<file path="src/design/pbb_pkg.sv">
package pbb_pkg;

    localparam int SCREEN_COLUMNS = 128;
    localparam int SCREEN_PAGES   = 8;
    localparam int STORE_DEPTH    = SCREEN_COLUMNS * SCREEN_PAGES;
    localparam int ADDR_W         = $clog2(STORE_DEPTH);

    // Input function codes.
    localparam logic [1:0] FUNC_START = 2'd0;
    localparam logic [1:0] FUNC_BYTE  = 2'd1;
    localparam logic [1:0] FUNC_READ  = 2'd2;

    // Draw modes; the remaining codes invert.
    localparam logic [1:0] MODE_SET   = 2'd0;
    localparam logic [1:0] MODE_CLEAR = 2'd1;

    // Configuration register indexes.
    localparam int CFG_INDEX_W = 3;
    localparam logic [CFG_INDEX_W-1:0] CFG_ORIGIN_X      = 3'd0;
    localparam logic [CFG_INDEX_W-1:0] CFG_ORIGIN_Y      = 3'd1;
    localparam logic [CFG_INDEX_W-1:0] CFG_BITMAP_WIDTH  = 3'd2;
    localparam logic [CFG_INDEX_W-1:0] CFG_BITMAP_HEIGHT = 3'd3;
    localparam logic [CFG_INDEX_W-1:0] CFG_DRAW_MODE     = 3'd4;

    typedef enum logic [1:0] {
        OP_NOP,
        OP_MERGE,
        OP_READ
    } op_kind_t;

    typedef struct packed {
        op_kind_t          kind;
        logic [ADDR_W-1:0] addr;
        logic [7:0]        mask;
        logic [1:0]        mode;
        logic              last;
        logic              done;
    } mem_op_t;

    typedef struct packed {
        logic       valid;
        logic [7:0] read_data;
        logic       blit_done;
    } result_t;

    typedef struct packed {
        logic [7:0] origin_x;
        logic [7:0] origin_y;
        logic [7:0] bitmap_width;
        logic [7:0] bitmap_height;
        logic [1:0] draw_mode;
    } blit_cfg_t;

endpackage

</file>
<file path="src/design/pbb_front.sv">
module pbb_front (
    input  logic               clk,
    input  logic               rst_n,
    input  pbb_pkg::blit_cfg_t cfg,
    input  logic               hold,
    input  logic               in_valid,
    output logic               in_stall,
    input  logic [1:0]         func,
    input  logic [7:0]         bitmap_byte,
    input  logic [9:0]         read_address,
    output logic               issue_valid,
    input  logic               issue_ready,
    output pbb_pkg::mem_op_t   issue_op
);

    localparam int AW = pbb_pkg::ADDR_W;

    logic       active_reg, active_next;
    logic [7:0] column_count_reg, column_count_next;
    logic [5:0] page_index_reg, page_index_next;

    logic             slot_valid_reg;
    logic             slot_two_reg;
    logic             slot_phase_reg;
    pbb_pkg::mem_op_t op_a_reg, op_a_next;
    pbb_pkg::mem_op_t op_b_reg, op_b_next;
    logic             two_next;

    logic              accept, fire, leaving;
    logic signed [4:0] top_page;
    logic signed [7:0] tp8;
    logic [2:0]        offset;
    logic signed [9:0] ox_w, oy_w, x_end, y_end;
    logic [5:0]        h_pages;
    logic signed [7:0] last_raw, last_pg, pg_diff;
    logic              empty;
    logic [6:0]        pages;
    logic signed [7:0] page, page1;
    logic signed [9:0] col;
    logic              col_ok, m0_ok, m1_ok;
    logic [7:0]        mask0, mask1;
    logic [2:0]        rshift;
    logic [AW-1:0]     addr0, addr1;
    logic [8:0]        next_col;
    logic [5:0]        pi_inc;
    logic              blit_end;
    pbb_pkg::mem_op_t  merge0, merge1, nop_op;

    // Placement: floor and modulo of origin_y by eight, then the page count.
    assign top_page = cfg.origin_y[7:3];
    assign tp8      = {{3{top_page[4]}}, top_page};
    assign offset   = cfg.origin_y[2:0];
    assign ox_w     = {{2{cfg.origin_x[7]}}, cfg.origin_x};
    assign oy_w     = {{2{cfg.origin_y[7]}}, cfg.origin_y};
    assign x_end    = ox_w + {2'b00, cfg.bitmap_width};
    assign y_end    = oy_w + {2'b00, cfg.bitmap_height};
    assign h_pages  = 6'(({1'b0, cfg.bitmap_height} + 9'd7) >> 3);
    assign last_raw = tp8 + {2'b00, h_pages};
    assign last_pg  = (last_raw > $signed(8'(pbb_pkg::SCREEN_PAGES)))
                      ? $signed(8'(pbb_pkg::SCREEN_PAGES)) : last_raw;
    assign pg_diff  = last_pg - tp8;
    assign empty    = (cfg.bitmap_width == 8'd0) || (cfg.bitmap_height == 8'd0)
                      || x_end[9] || y_end[9]
                      || (oy_w > $signed(10'(pbb_pkg::SCREEN_PAGES * 8 - 1)));
    assign pages    = (empty || pg_diff[7] || pg_diff == 8'sd0) ? 7'd0 : pg_diff[6:0];

    // Where the current bitmap byte lands.
    assign page   = tp8 + {2'b00, page_index_reg};
    assign page1  = page + 8'sd1;
    assign col    = ox_w + {2'b00, column_count_reg};
    assign col_ok = !col[9] && (col <= $signed(10'(pbb_pkg::SCREEN_COLUMNS - 1)));
    assign m0_ok  = col_ok && !page[7] && (page < $signed(8'(pbb_pkg::SCREEN_PAGES)));
    assign m1_ok  = col_ok && (offset != 3'd0) && (page >= -8'sd1)
                    && (page < $signed(8'(pbb_pkg::SCREEN_PAGES - 1)));
    assign rshift = 3'(4'd8 - {1'b0, offset});
    assign mask0  = bitmap_byte << offset;
    assign mask1  = bitmap_byte >> rshift;
    assign addr0  = AW'(page) * AW'(pbb_pkg::SCREEN_COLUMNS) + AW'(col);
    assign addr1  = AW'(page1) * AW'(pbb_pkg::SCREEN_COLUMNS) + AW'(col);

    assign next_col = {1'b0, column_count_reg} + 9'd1;
    assign pi_inc   = page_index_reg + 6'd1;
    assign blit_end = next_col >= {1'b0, cfg.bitmap_width} && {1'b0, pi_inc} >= pages;

    always_comb
    begin
        nop_op      = '0;
        nop_op.kind = pbb_pkg::OP_NOP;
        nop_op.mode = cfg.draw_mode;
        nop_op.last = 1'b1;

        merge0      = nop_op;
        merge0.kind = pbb_pkg::OP_MERGE;
        merge0.addr = addr0;
        merge0.mask = mask0;

        merge1      = nop_op;
        merge1.kind = pbb_pkg::OP_MERGE;
        merge1.addr = addr1;
        merge1.mask = mask1;

        op_a_next         = nop_op;
        op_b_next         = nop_op;
        two_next          = 1'b0;
        active_next       = active_reg;
        column_count_next = column_count_reg;
        page_index_next   = page_index_reg;

        unique case (func)
            pbb_pkg::FUNC_START:
            begin
                column_count_next = 8'd0;
                page_index_next   = 6'd0;
                active_next       = (pages != 7'd0);
                op_a_next.done    = (pages == 7'd0);
            end
            pbb_pkg::FUNC_BYTE:
            begin
                if (active_reg)
                begin
                    if (m0_ok && m1_ok)
                    begin
                        two_next       = 1'b1;
                        op_a_next      = merge0;
                        op_a_next.last = 1'b0;
                        op_b_next      = merge1;
                        op_b_next.done = blit_end;
                    end
                    else if (m0_ok)
                    begin
                        op_a_next      = merge0;
                        op_a_next.done = blit_end;
                    end
                    else if (m1_ok)
                    begin
                        op_a_next      = merge1;
                        op_a_next.done = blit_end;
                    end
                    else
                    begin
                        op_a_next.done = blit_end;
                    end

                    if (next_col >= {1'b0, cfg.bitmap_width})
                    begin
                        column_count_next = 8'd0;
                        if ({1'b0, pi_inc} >= pages)
                        begin
                            active_next     = 1'b0;
                            page_index_next = 6'd0;
                        end
                        else
                        begin
                            page_index_next = pi_inc;
                        end
                    end
                    else
                    begin
                        column_count_next = next_col[7:0];
                    end
                end
            end
            pbb_pkg::FUNC_READ:
            begin
                if (32'(read_address) < pbb_pkg::STORE_DEPTH)
                begin
                    op_a_next.kind = pbb_pkg::OP_READ;
                    op_a_next.addr = AW'(read_address);
                end
            end
            default:
            begin
                op_a_next = nop_op;
            end
        endcase
    end

    assign issue_valid = slot_valid_reg;
    assign issue_op    = slot_phase_reg ? op_b_reg : op_a_reg;
    assign fire        = slot_valid_reg && issue_ready;
    assign leaving     = fire && issue_op.last;
    assign in_stall    = hold || (slot_valid_reg && !leaving);
    assign accept      = in_valid && !in_stall;

    always_ff @(posedge clk or negedge rst_n)
    begin
        if (!rst_n)
        begin
            active_reg       <= 1'b0;
            column_count_reg <= 8'd0;
            page_index_reg   <= 6'd0;
            slot_valid_reg   <= 1'b0;
            slot_phase_reg   <= 1'b0;
            slot_two_reg     <= 1'b0;
        end
        else if (accept)
        begin
            active_reg       <= active_next;
            column_count_reg <= column_count_next;
            page_index_reg   <= page_index_next;
            slot_valid_reg   <= 1'b1;
            slot_phase_reg   <= 1'b0;
            slot_two_reg     <= two_next;
        end
        else if (leaving)
        begin
            slot_valid_reg <= 1'b0;
            slot_phase_reg <= 1'b0;
        end
        else if (fire)
        begin
            slot_phase_reg <= 1'b1;
        end
    end

    always_ff @(posedge clk)
    begin
        if (accept)
        begin
            op_a_reg <= op_a_next;
            op_b_reg <= op_b_next;
        end
    end

`ifndef SYNTHESIS
    // The second memory operation is only ever pending for a two-page byte.
    assert property (@(posedge clk) disable iff (!rst_n)
        slot_phase_reg |-> (slot_valid_reg && slot_two_reg))
        else $error("second operation pending without a two-page byte");

    // A byte that touches two pages holds the input until its second operation has issued.
    assert property (@(posedge clk) disable iff (!rst_n)
        (fire && !issue_op.last) |=> (slot_valid_reg && slot_phase_reg))
        else $error("two-page byte lost its second operation");
`endif

endmodule

</file>
<file path="config.mk">
export PLATFORM = sky130hd
export DESIGN_NAME = pbb_front
export DESIGN_NICKNAME = d
export VERILOG_FILES = /design/src/design/pbb_pkg.sv /design/src/design/pbb_front.sv
export SDC_FILE = /design/constraint.sdc
export NUM_CORES = 1
export LEC_CHECK = 0
export BUFFER_PORTS_ARGS = -buffer_cell sky130_fd_sc_hd__buf_2
export CAP_MARGIN = 20
export CORE_MARGIN = 4
export CORE_UTILIZATION = 55
export DETAILED_ROUTE_END_ITERATION = 6
export GPL_TIMING_DRIVEN = 0
export HOLD_SLACK_MARGIN = 0.02
export PLACE_DENSITY_LB_ADDON = 0.2
export SYNTH_ARGS = -nofsm -noshare
export SYNTH_HDL_FRONTEND = slang
export SYNTH_SLANG_ARGS = --single-unit
</file>
<file path="constraint.sdc">
create_clock -name clk -period 4.87 [get_ports clk]
set_clock_uncertainty 0.2 [all_clocks]
set_input_delay 0.2435 -clock clk [delete_from_list [all_inputs] [get_ports clk]]
set_output_delay 0.2435 -clock clk [all_outputs]
set_load 0.1 [all_outputs]
</file>
==> key figures <==
Routing
  • Via count: 5084
  • DR iter-0 viols: 236
  • Detailed Routing Iterations Pass 1: 5
  • Post-route antenna net violation count: 0
  • Vias/cell: 5.784
  • WL per Instance: roughly 17 µm
  • Routed WL: ~15 mm
  • DRC Markers: 0

Synthesis
  • Post-Syn Instances: a little over 600
  • Cell variety after synth: 67
  • Syn Nets: 737
  • Fraction of registers with async set or reset after synthesis: 0.2787
  • Dominant synthesized flop cell: edfxtp_1
  • Yosys reg bits: 61
  • Post-Syn Area: ~0.0057 mm²
  • Post-synth EDFFs: 44
  • Yosys warning total: 0
  • Syn_area_per_cell: around 9.4 µm²
  • Register area share after synthesis: 0.3082

Outcome
  • Failing checks: setup timing
  • Status: finished with violations

CTS
  • Clock buffer depth: 2
  • H-tree levels: 3
  • CTS tree: yes
  • Reg clk slew, reported paths: 70 ps
  • Sink Count: 61
  • Insertion delay to the later sink of the worst-skew pair: approximately 350 ps
  • Num CTS Buffers: 9
  • CTS root buffer: clkbuf_8

Floorplan
  • Initial core utilization: 0.5718
  • Die Span X: approximately 110 µm
  • I/O Pins: 85
  • Die Ht: ~110 µm
  • Row count: 36
  • Die area: 0.01199 mm²
  • Core box area: 0.009910 mm²

STA
  • Final setup TNS: -11330 ps
  • Fin crit period: 6157 ps
  • FMAX: 0.1624 GHz
  • Slew Viols, Final: 0
  • RSZ-0062 raised after global routing: yes
  • Actual slew at the worst max-slew pin: 926.9 ps
  • Final worst slack: -1287 ps
  • Final period utilization: 1.264
  • Fin Hold WS: 38.08 ps
  • Slew margin rel.: 0.3812
  • Final setup viols: 9
  • Fin. Hold Viols: 0

Setup path
  • CP startpoint kind: input pin
  • Buf+Inv Stages, Crit Path: 2
  • Crit-path max cell delay: 450 ps
  • Critical-path top delay cell: fa_1
  • Family with the most delay on the worst path: compound AO/OA/AOI/OAI gates
  • Max FO, Critical Path: 6
  • WP data required: approximately 5000 ps
  • CP Capture Type: flop
  • CP Data Arrival Time: approximately 6200 ps
  • Setup CP Type: input pin to flop

Finish
  • # diodes: 0
  • Most frequent cells in the layout: buf_2 (84), ha_1 (62), nand2_1 (53), edfxtp_1 (44), inv_1 (41)
  • Share of cells above drive strength 1: 0.3016
  • Utilization after layout: 0.7212
  • P&R area growth vs syn: 26.12%
  • Largest register FFs: 24
  • Commonest non-fill, non-tap cell in the layout: buf_2
  • Fillers: 746
  • Post-layout nets: 872

Placed design
  • GP Congestion: 0.8749
  • Port Buf Inserts: 84
  • Dpl ws: -1677 ps
  • Detailed Place HPWL: 10.47 mm

GRT
  • Total GRT Usage: 0.2359
  • Largest net degree at the start of global routing: 48
  • Initial antenna violation count: 0
  • First-pass GRT wire length: 22.43 mm
  • Gr ovfl total: 0
  • Via count of the first global-routing pass: 4806

Worst hold path
  • Worst hold-check path type: input pin to flop

Power and ir drop
  • Pwr Total: 1.905 mW
  • Static Leak: 3.227 nW
  • Peak VDD IR: between 150 and 200 µV
  • Power per cell area: 266.5 mW/mm²

Run
  • # Max-Cap Violations: 0
## path summary, 6_finish.rpt
| path | startpoint | endpoint | slack [ps] | cells past startpoint |
|---|---|---|---|---|
| max in group asynchronous | rst_n | page_index_reg[0]$_DFFE_PN0P_ | 3960 | 2 |
| max reg2reg | column_count_reg[0]$_DFFE_PN0P_ | op_a_reg[21]$_DFFE_PP_ | 780 | 14 |
| min reg2reg | active_reg$_DFFE_PN0P_ | active_reg$_DFFE_PN0P_ | 350 | 2 |
| max | cfg[2] | page_index_reg[4]$_DFFE_PN0P_ | -1290 | 32 |
| min in group asynchronous | rst_n | active_reg$_DFFE_PN0P_ | 170 | 2 |
| min | read_address[9] | op_a_reg[21]$_DFFE_PP_ | 40 | 2 |
## per-stage QoR
stage / area (µm²) / instances
after global routing: 7147 / 879
after CTS: 6820 / 866
after floorplan: 5723 / 606
final: 7147 / 879
after global placement: 6310 / 823
after detailed placement: 6310 / 823
## routing by layer
metal | GRT usage | up-vias | wire length, µm
met5 | 0 | - | 0
met4 | 0.04185 | 0 | 214
met3 | 0.04052 | 22 | 811
met2 | 0.4198 | 180 | 7770
met1 | 0.3039 | 2386 | 6352
li1 | - | 2496 | -
## repair_timing
item | 4_1_cts | 5_1_grt
endpoints found under the hold margin | 30 | 0
setup endpoints to repair | 9 | 9
resized for setup | 20 | 43
pin swaps | 18 | 18
setup buffers | 13 | 13
hold buffers | 14 | 0
## worst register-to-register path, cell delays in order, from the launching register on
cell	delay, ps
dfrtp_1	470
ha_1	250
fa_1	400
a21o_1	190
a21oi_1	210
o21bai_1	90
a21oi_1	310
o21ai_0	140
a21o_1	200
xor2_1	180
fa_1	460
xnor2_1	160
xnor2_1	260
mux2i_1	120
a22o_1	210
## kinds of logic after synthesis
family	count (synthesis)	synth area share
simple gates	182	0.1601
compound gates	154	0.1881
fa+ha+maj	72	0.1669
buf+inv	62	0.04283
flops	61	0.3082
mux	38	0.07662
xor+xnor	37	0.05719
## area by class of cell
type | instances | area, µm² | area share
Clock inverter | 7 | 50.05 | 0.007003
Multi-Input combinational cell | 483 | 4031 | 0.5641
Inverter | 47 | 178.9 | 0.02504
Tap cell | 133 | 166.4 | 0.02328
Buffer | 15 | 66.31 | 0.009279
Sequential cell | 61 | 1747 | 0.2444
Clock buffer | 9 | 123.9 | 0.01733
Timing Repair Buffer | 124 | 783.3 | 0.1096
## power by group
part / internal [mW] / switching (mW)
combinational: 0.373 / 0.514
clock: 0.186 / 0.228
sequential: 0.582 / 0.0222
## synthesized netlist by cell type, types with 3 or more instances
cell type | count | share of area
or3_1 | 3 | 0.0033
o21ai_0 | 31 | 0.027
nor3b_1 | 3 | 0.0040
dfrtp_1 | 17 | 0.075
mux2i_1 | 13 | 0.023
and3_1 | 11 | 0.012
xnor2_1 | 21 | 0.032
nor3_1 | 8 | 0.0071
a22o_1 | 11 | 0.017
o21bai_1 | 5 | 0.0066
a21o_1 | 17 | 0.023
nand3_1 | 15 | 0.013
buf_1 | 4 | 0.0026
nand2b_1 | 12 | 0.013
mux2_2 | 23 | 0.046
a21oi_1 | 33 | 0.029
inv_1 | 44 | 0.029
or2_2 | 7 | 0.0077
nor4_1 | 4 | 0.0044
fa_1 | 6 | 0.021
o21ai_1 | 3 | 0.0026
edfxtp_1 | 44 | 0.23
ha_1 | 66 | 0.15
o211ai_1 | 4 | 0.0053
nor2b_1 | 8 | 0.0088
nor2_1 | 32 | 0.021
and2_1 | 15 | 0.017
nand2_1 | 56 | 0.037
xor2_1 | 16 | 0.025
clkbuf_1 | 7 | 0.0046
a211oi_1 | 10 | 0.013
o22ai_1 | 7 | 0.0077
a31oi_1 | 3 | 0.0033
No activity file was read; power rests on OpenSTA's default activity.
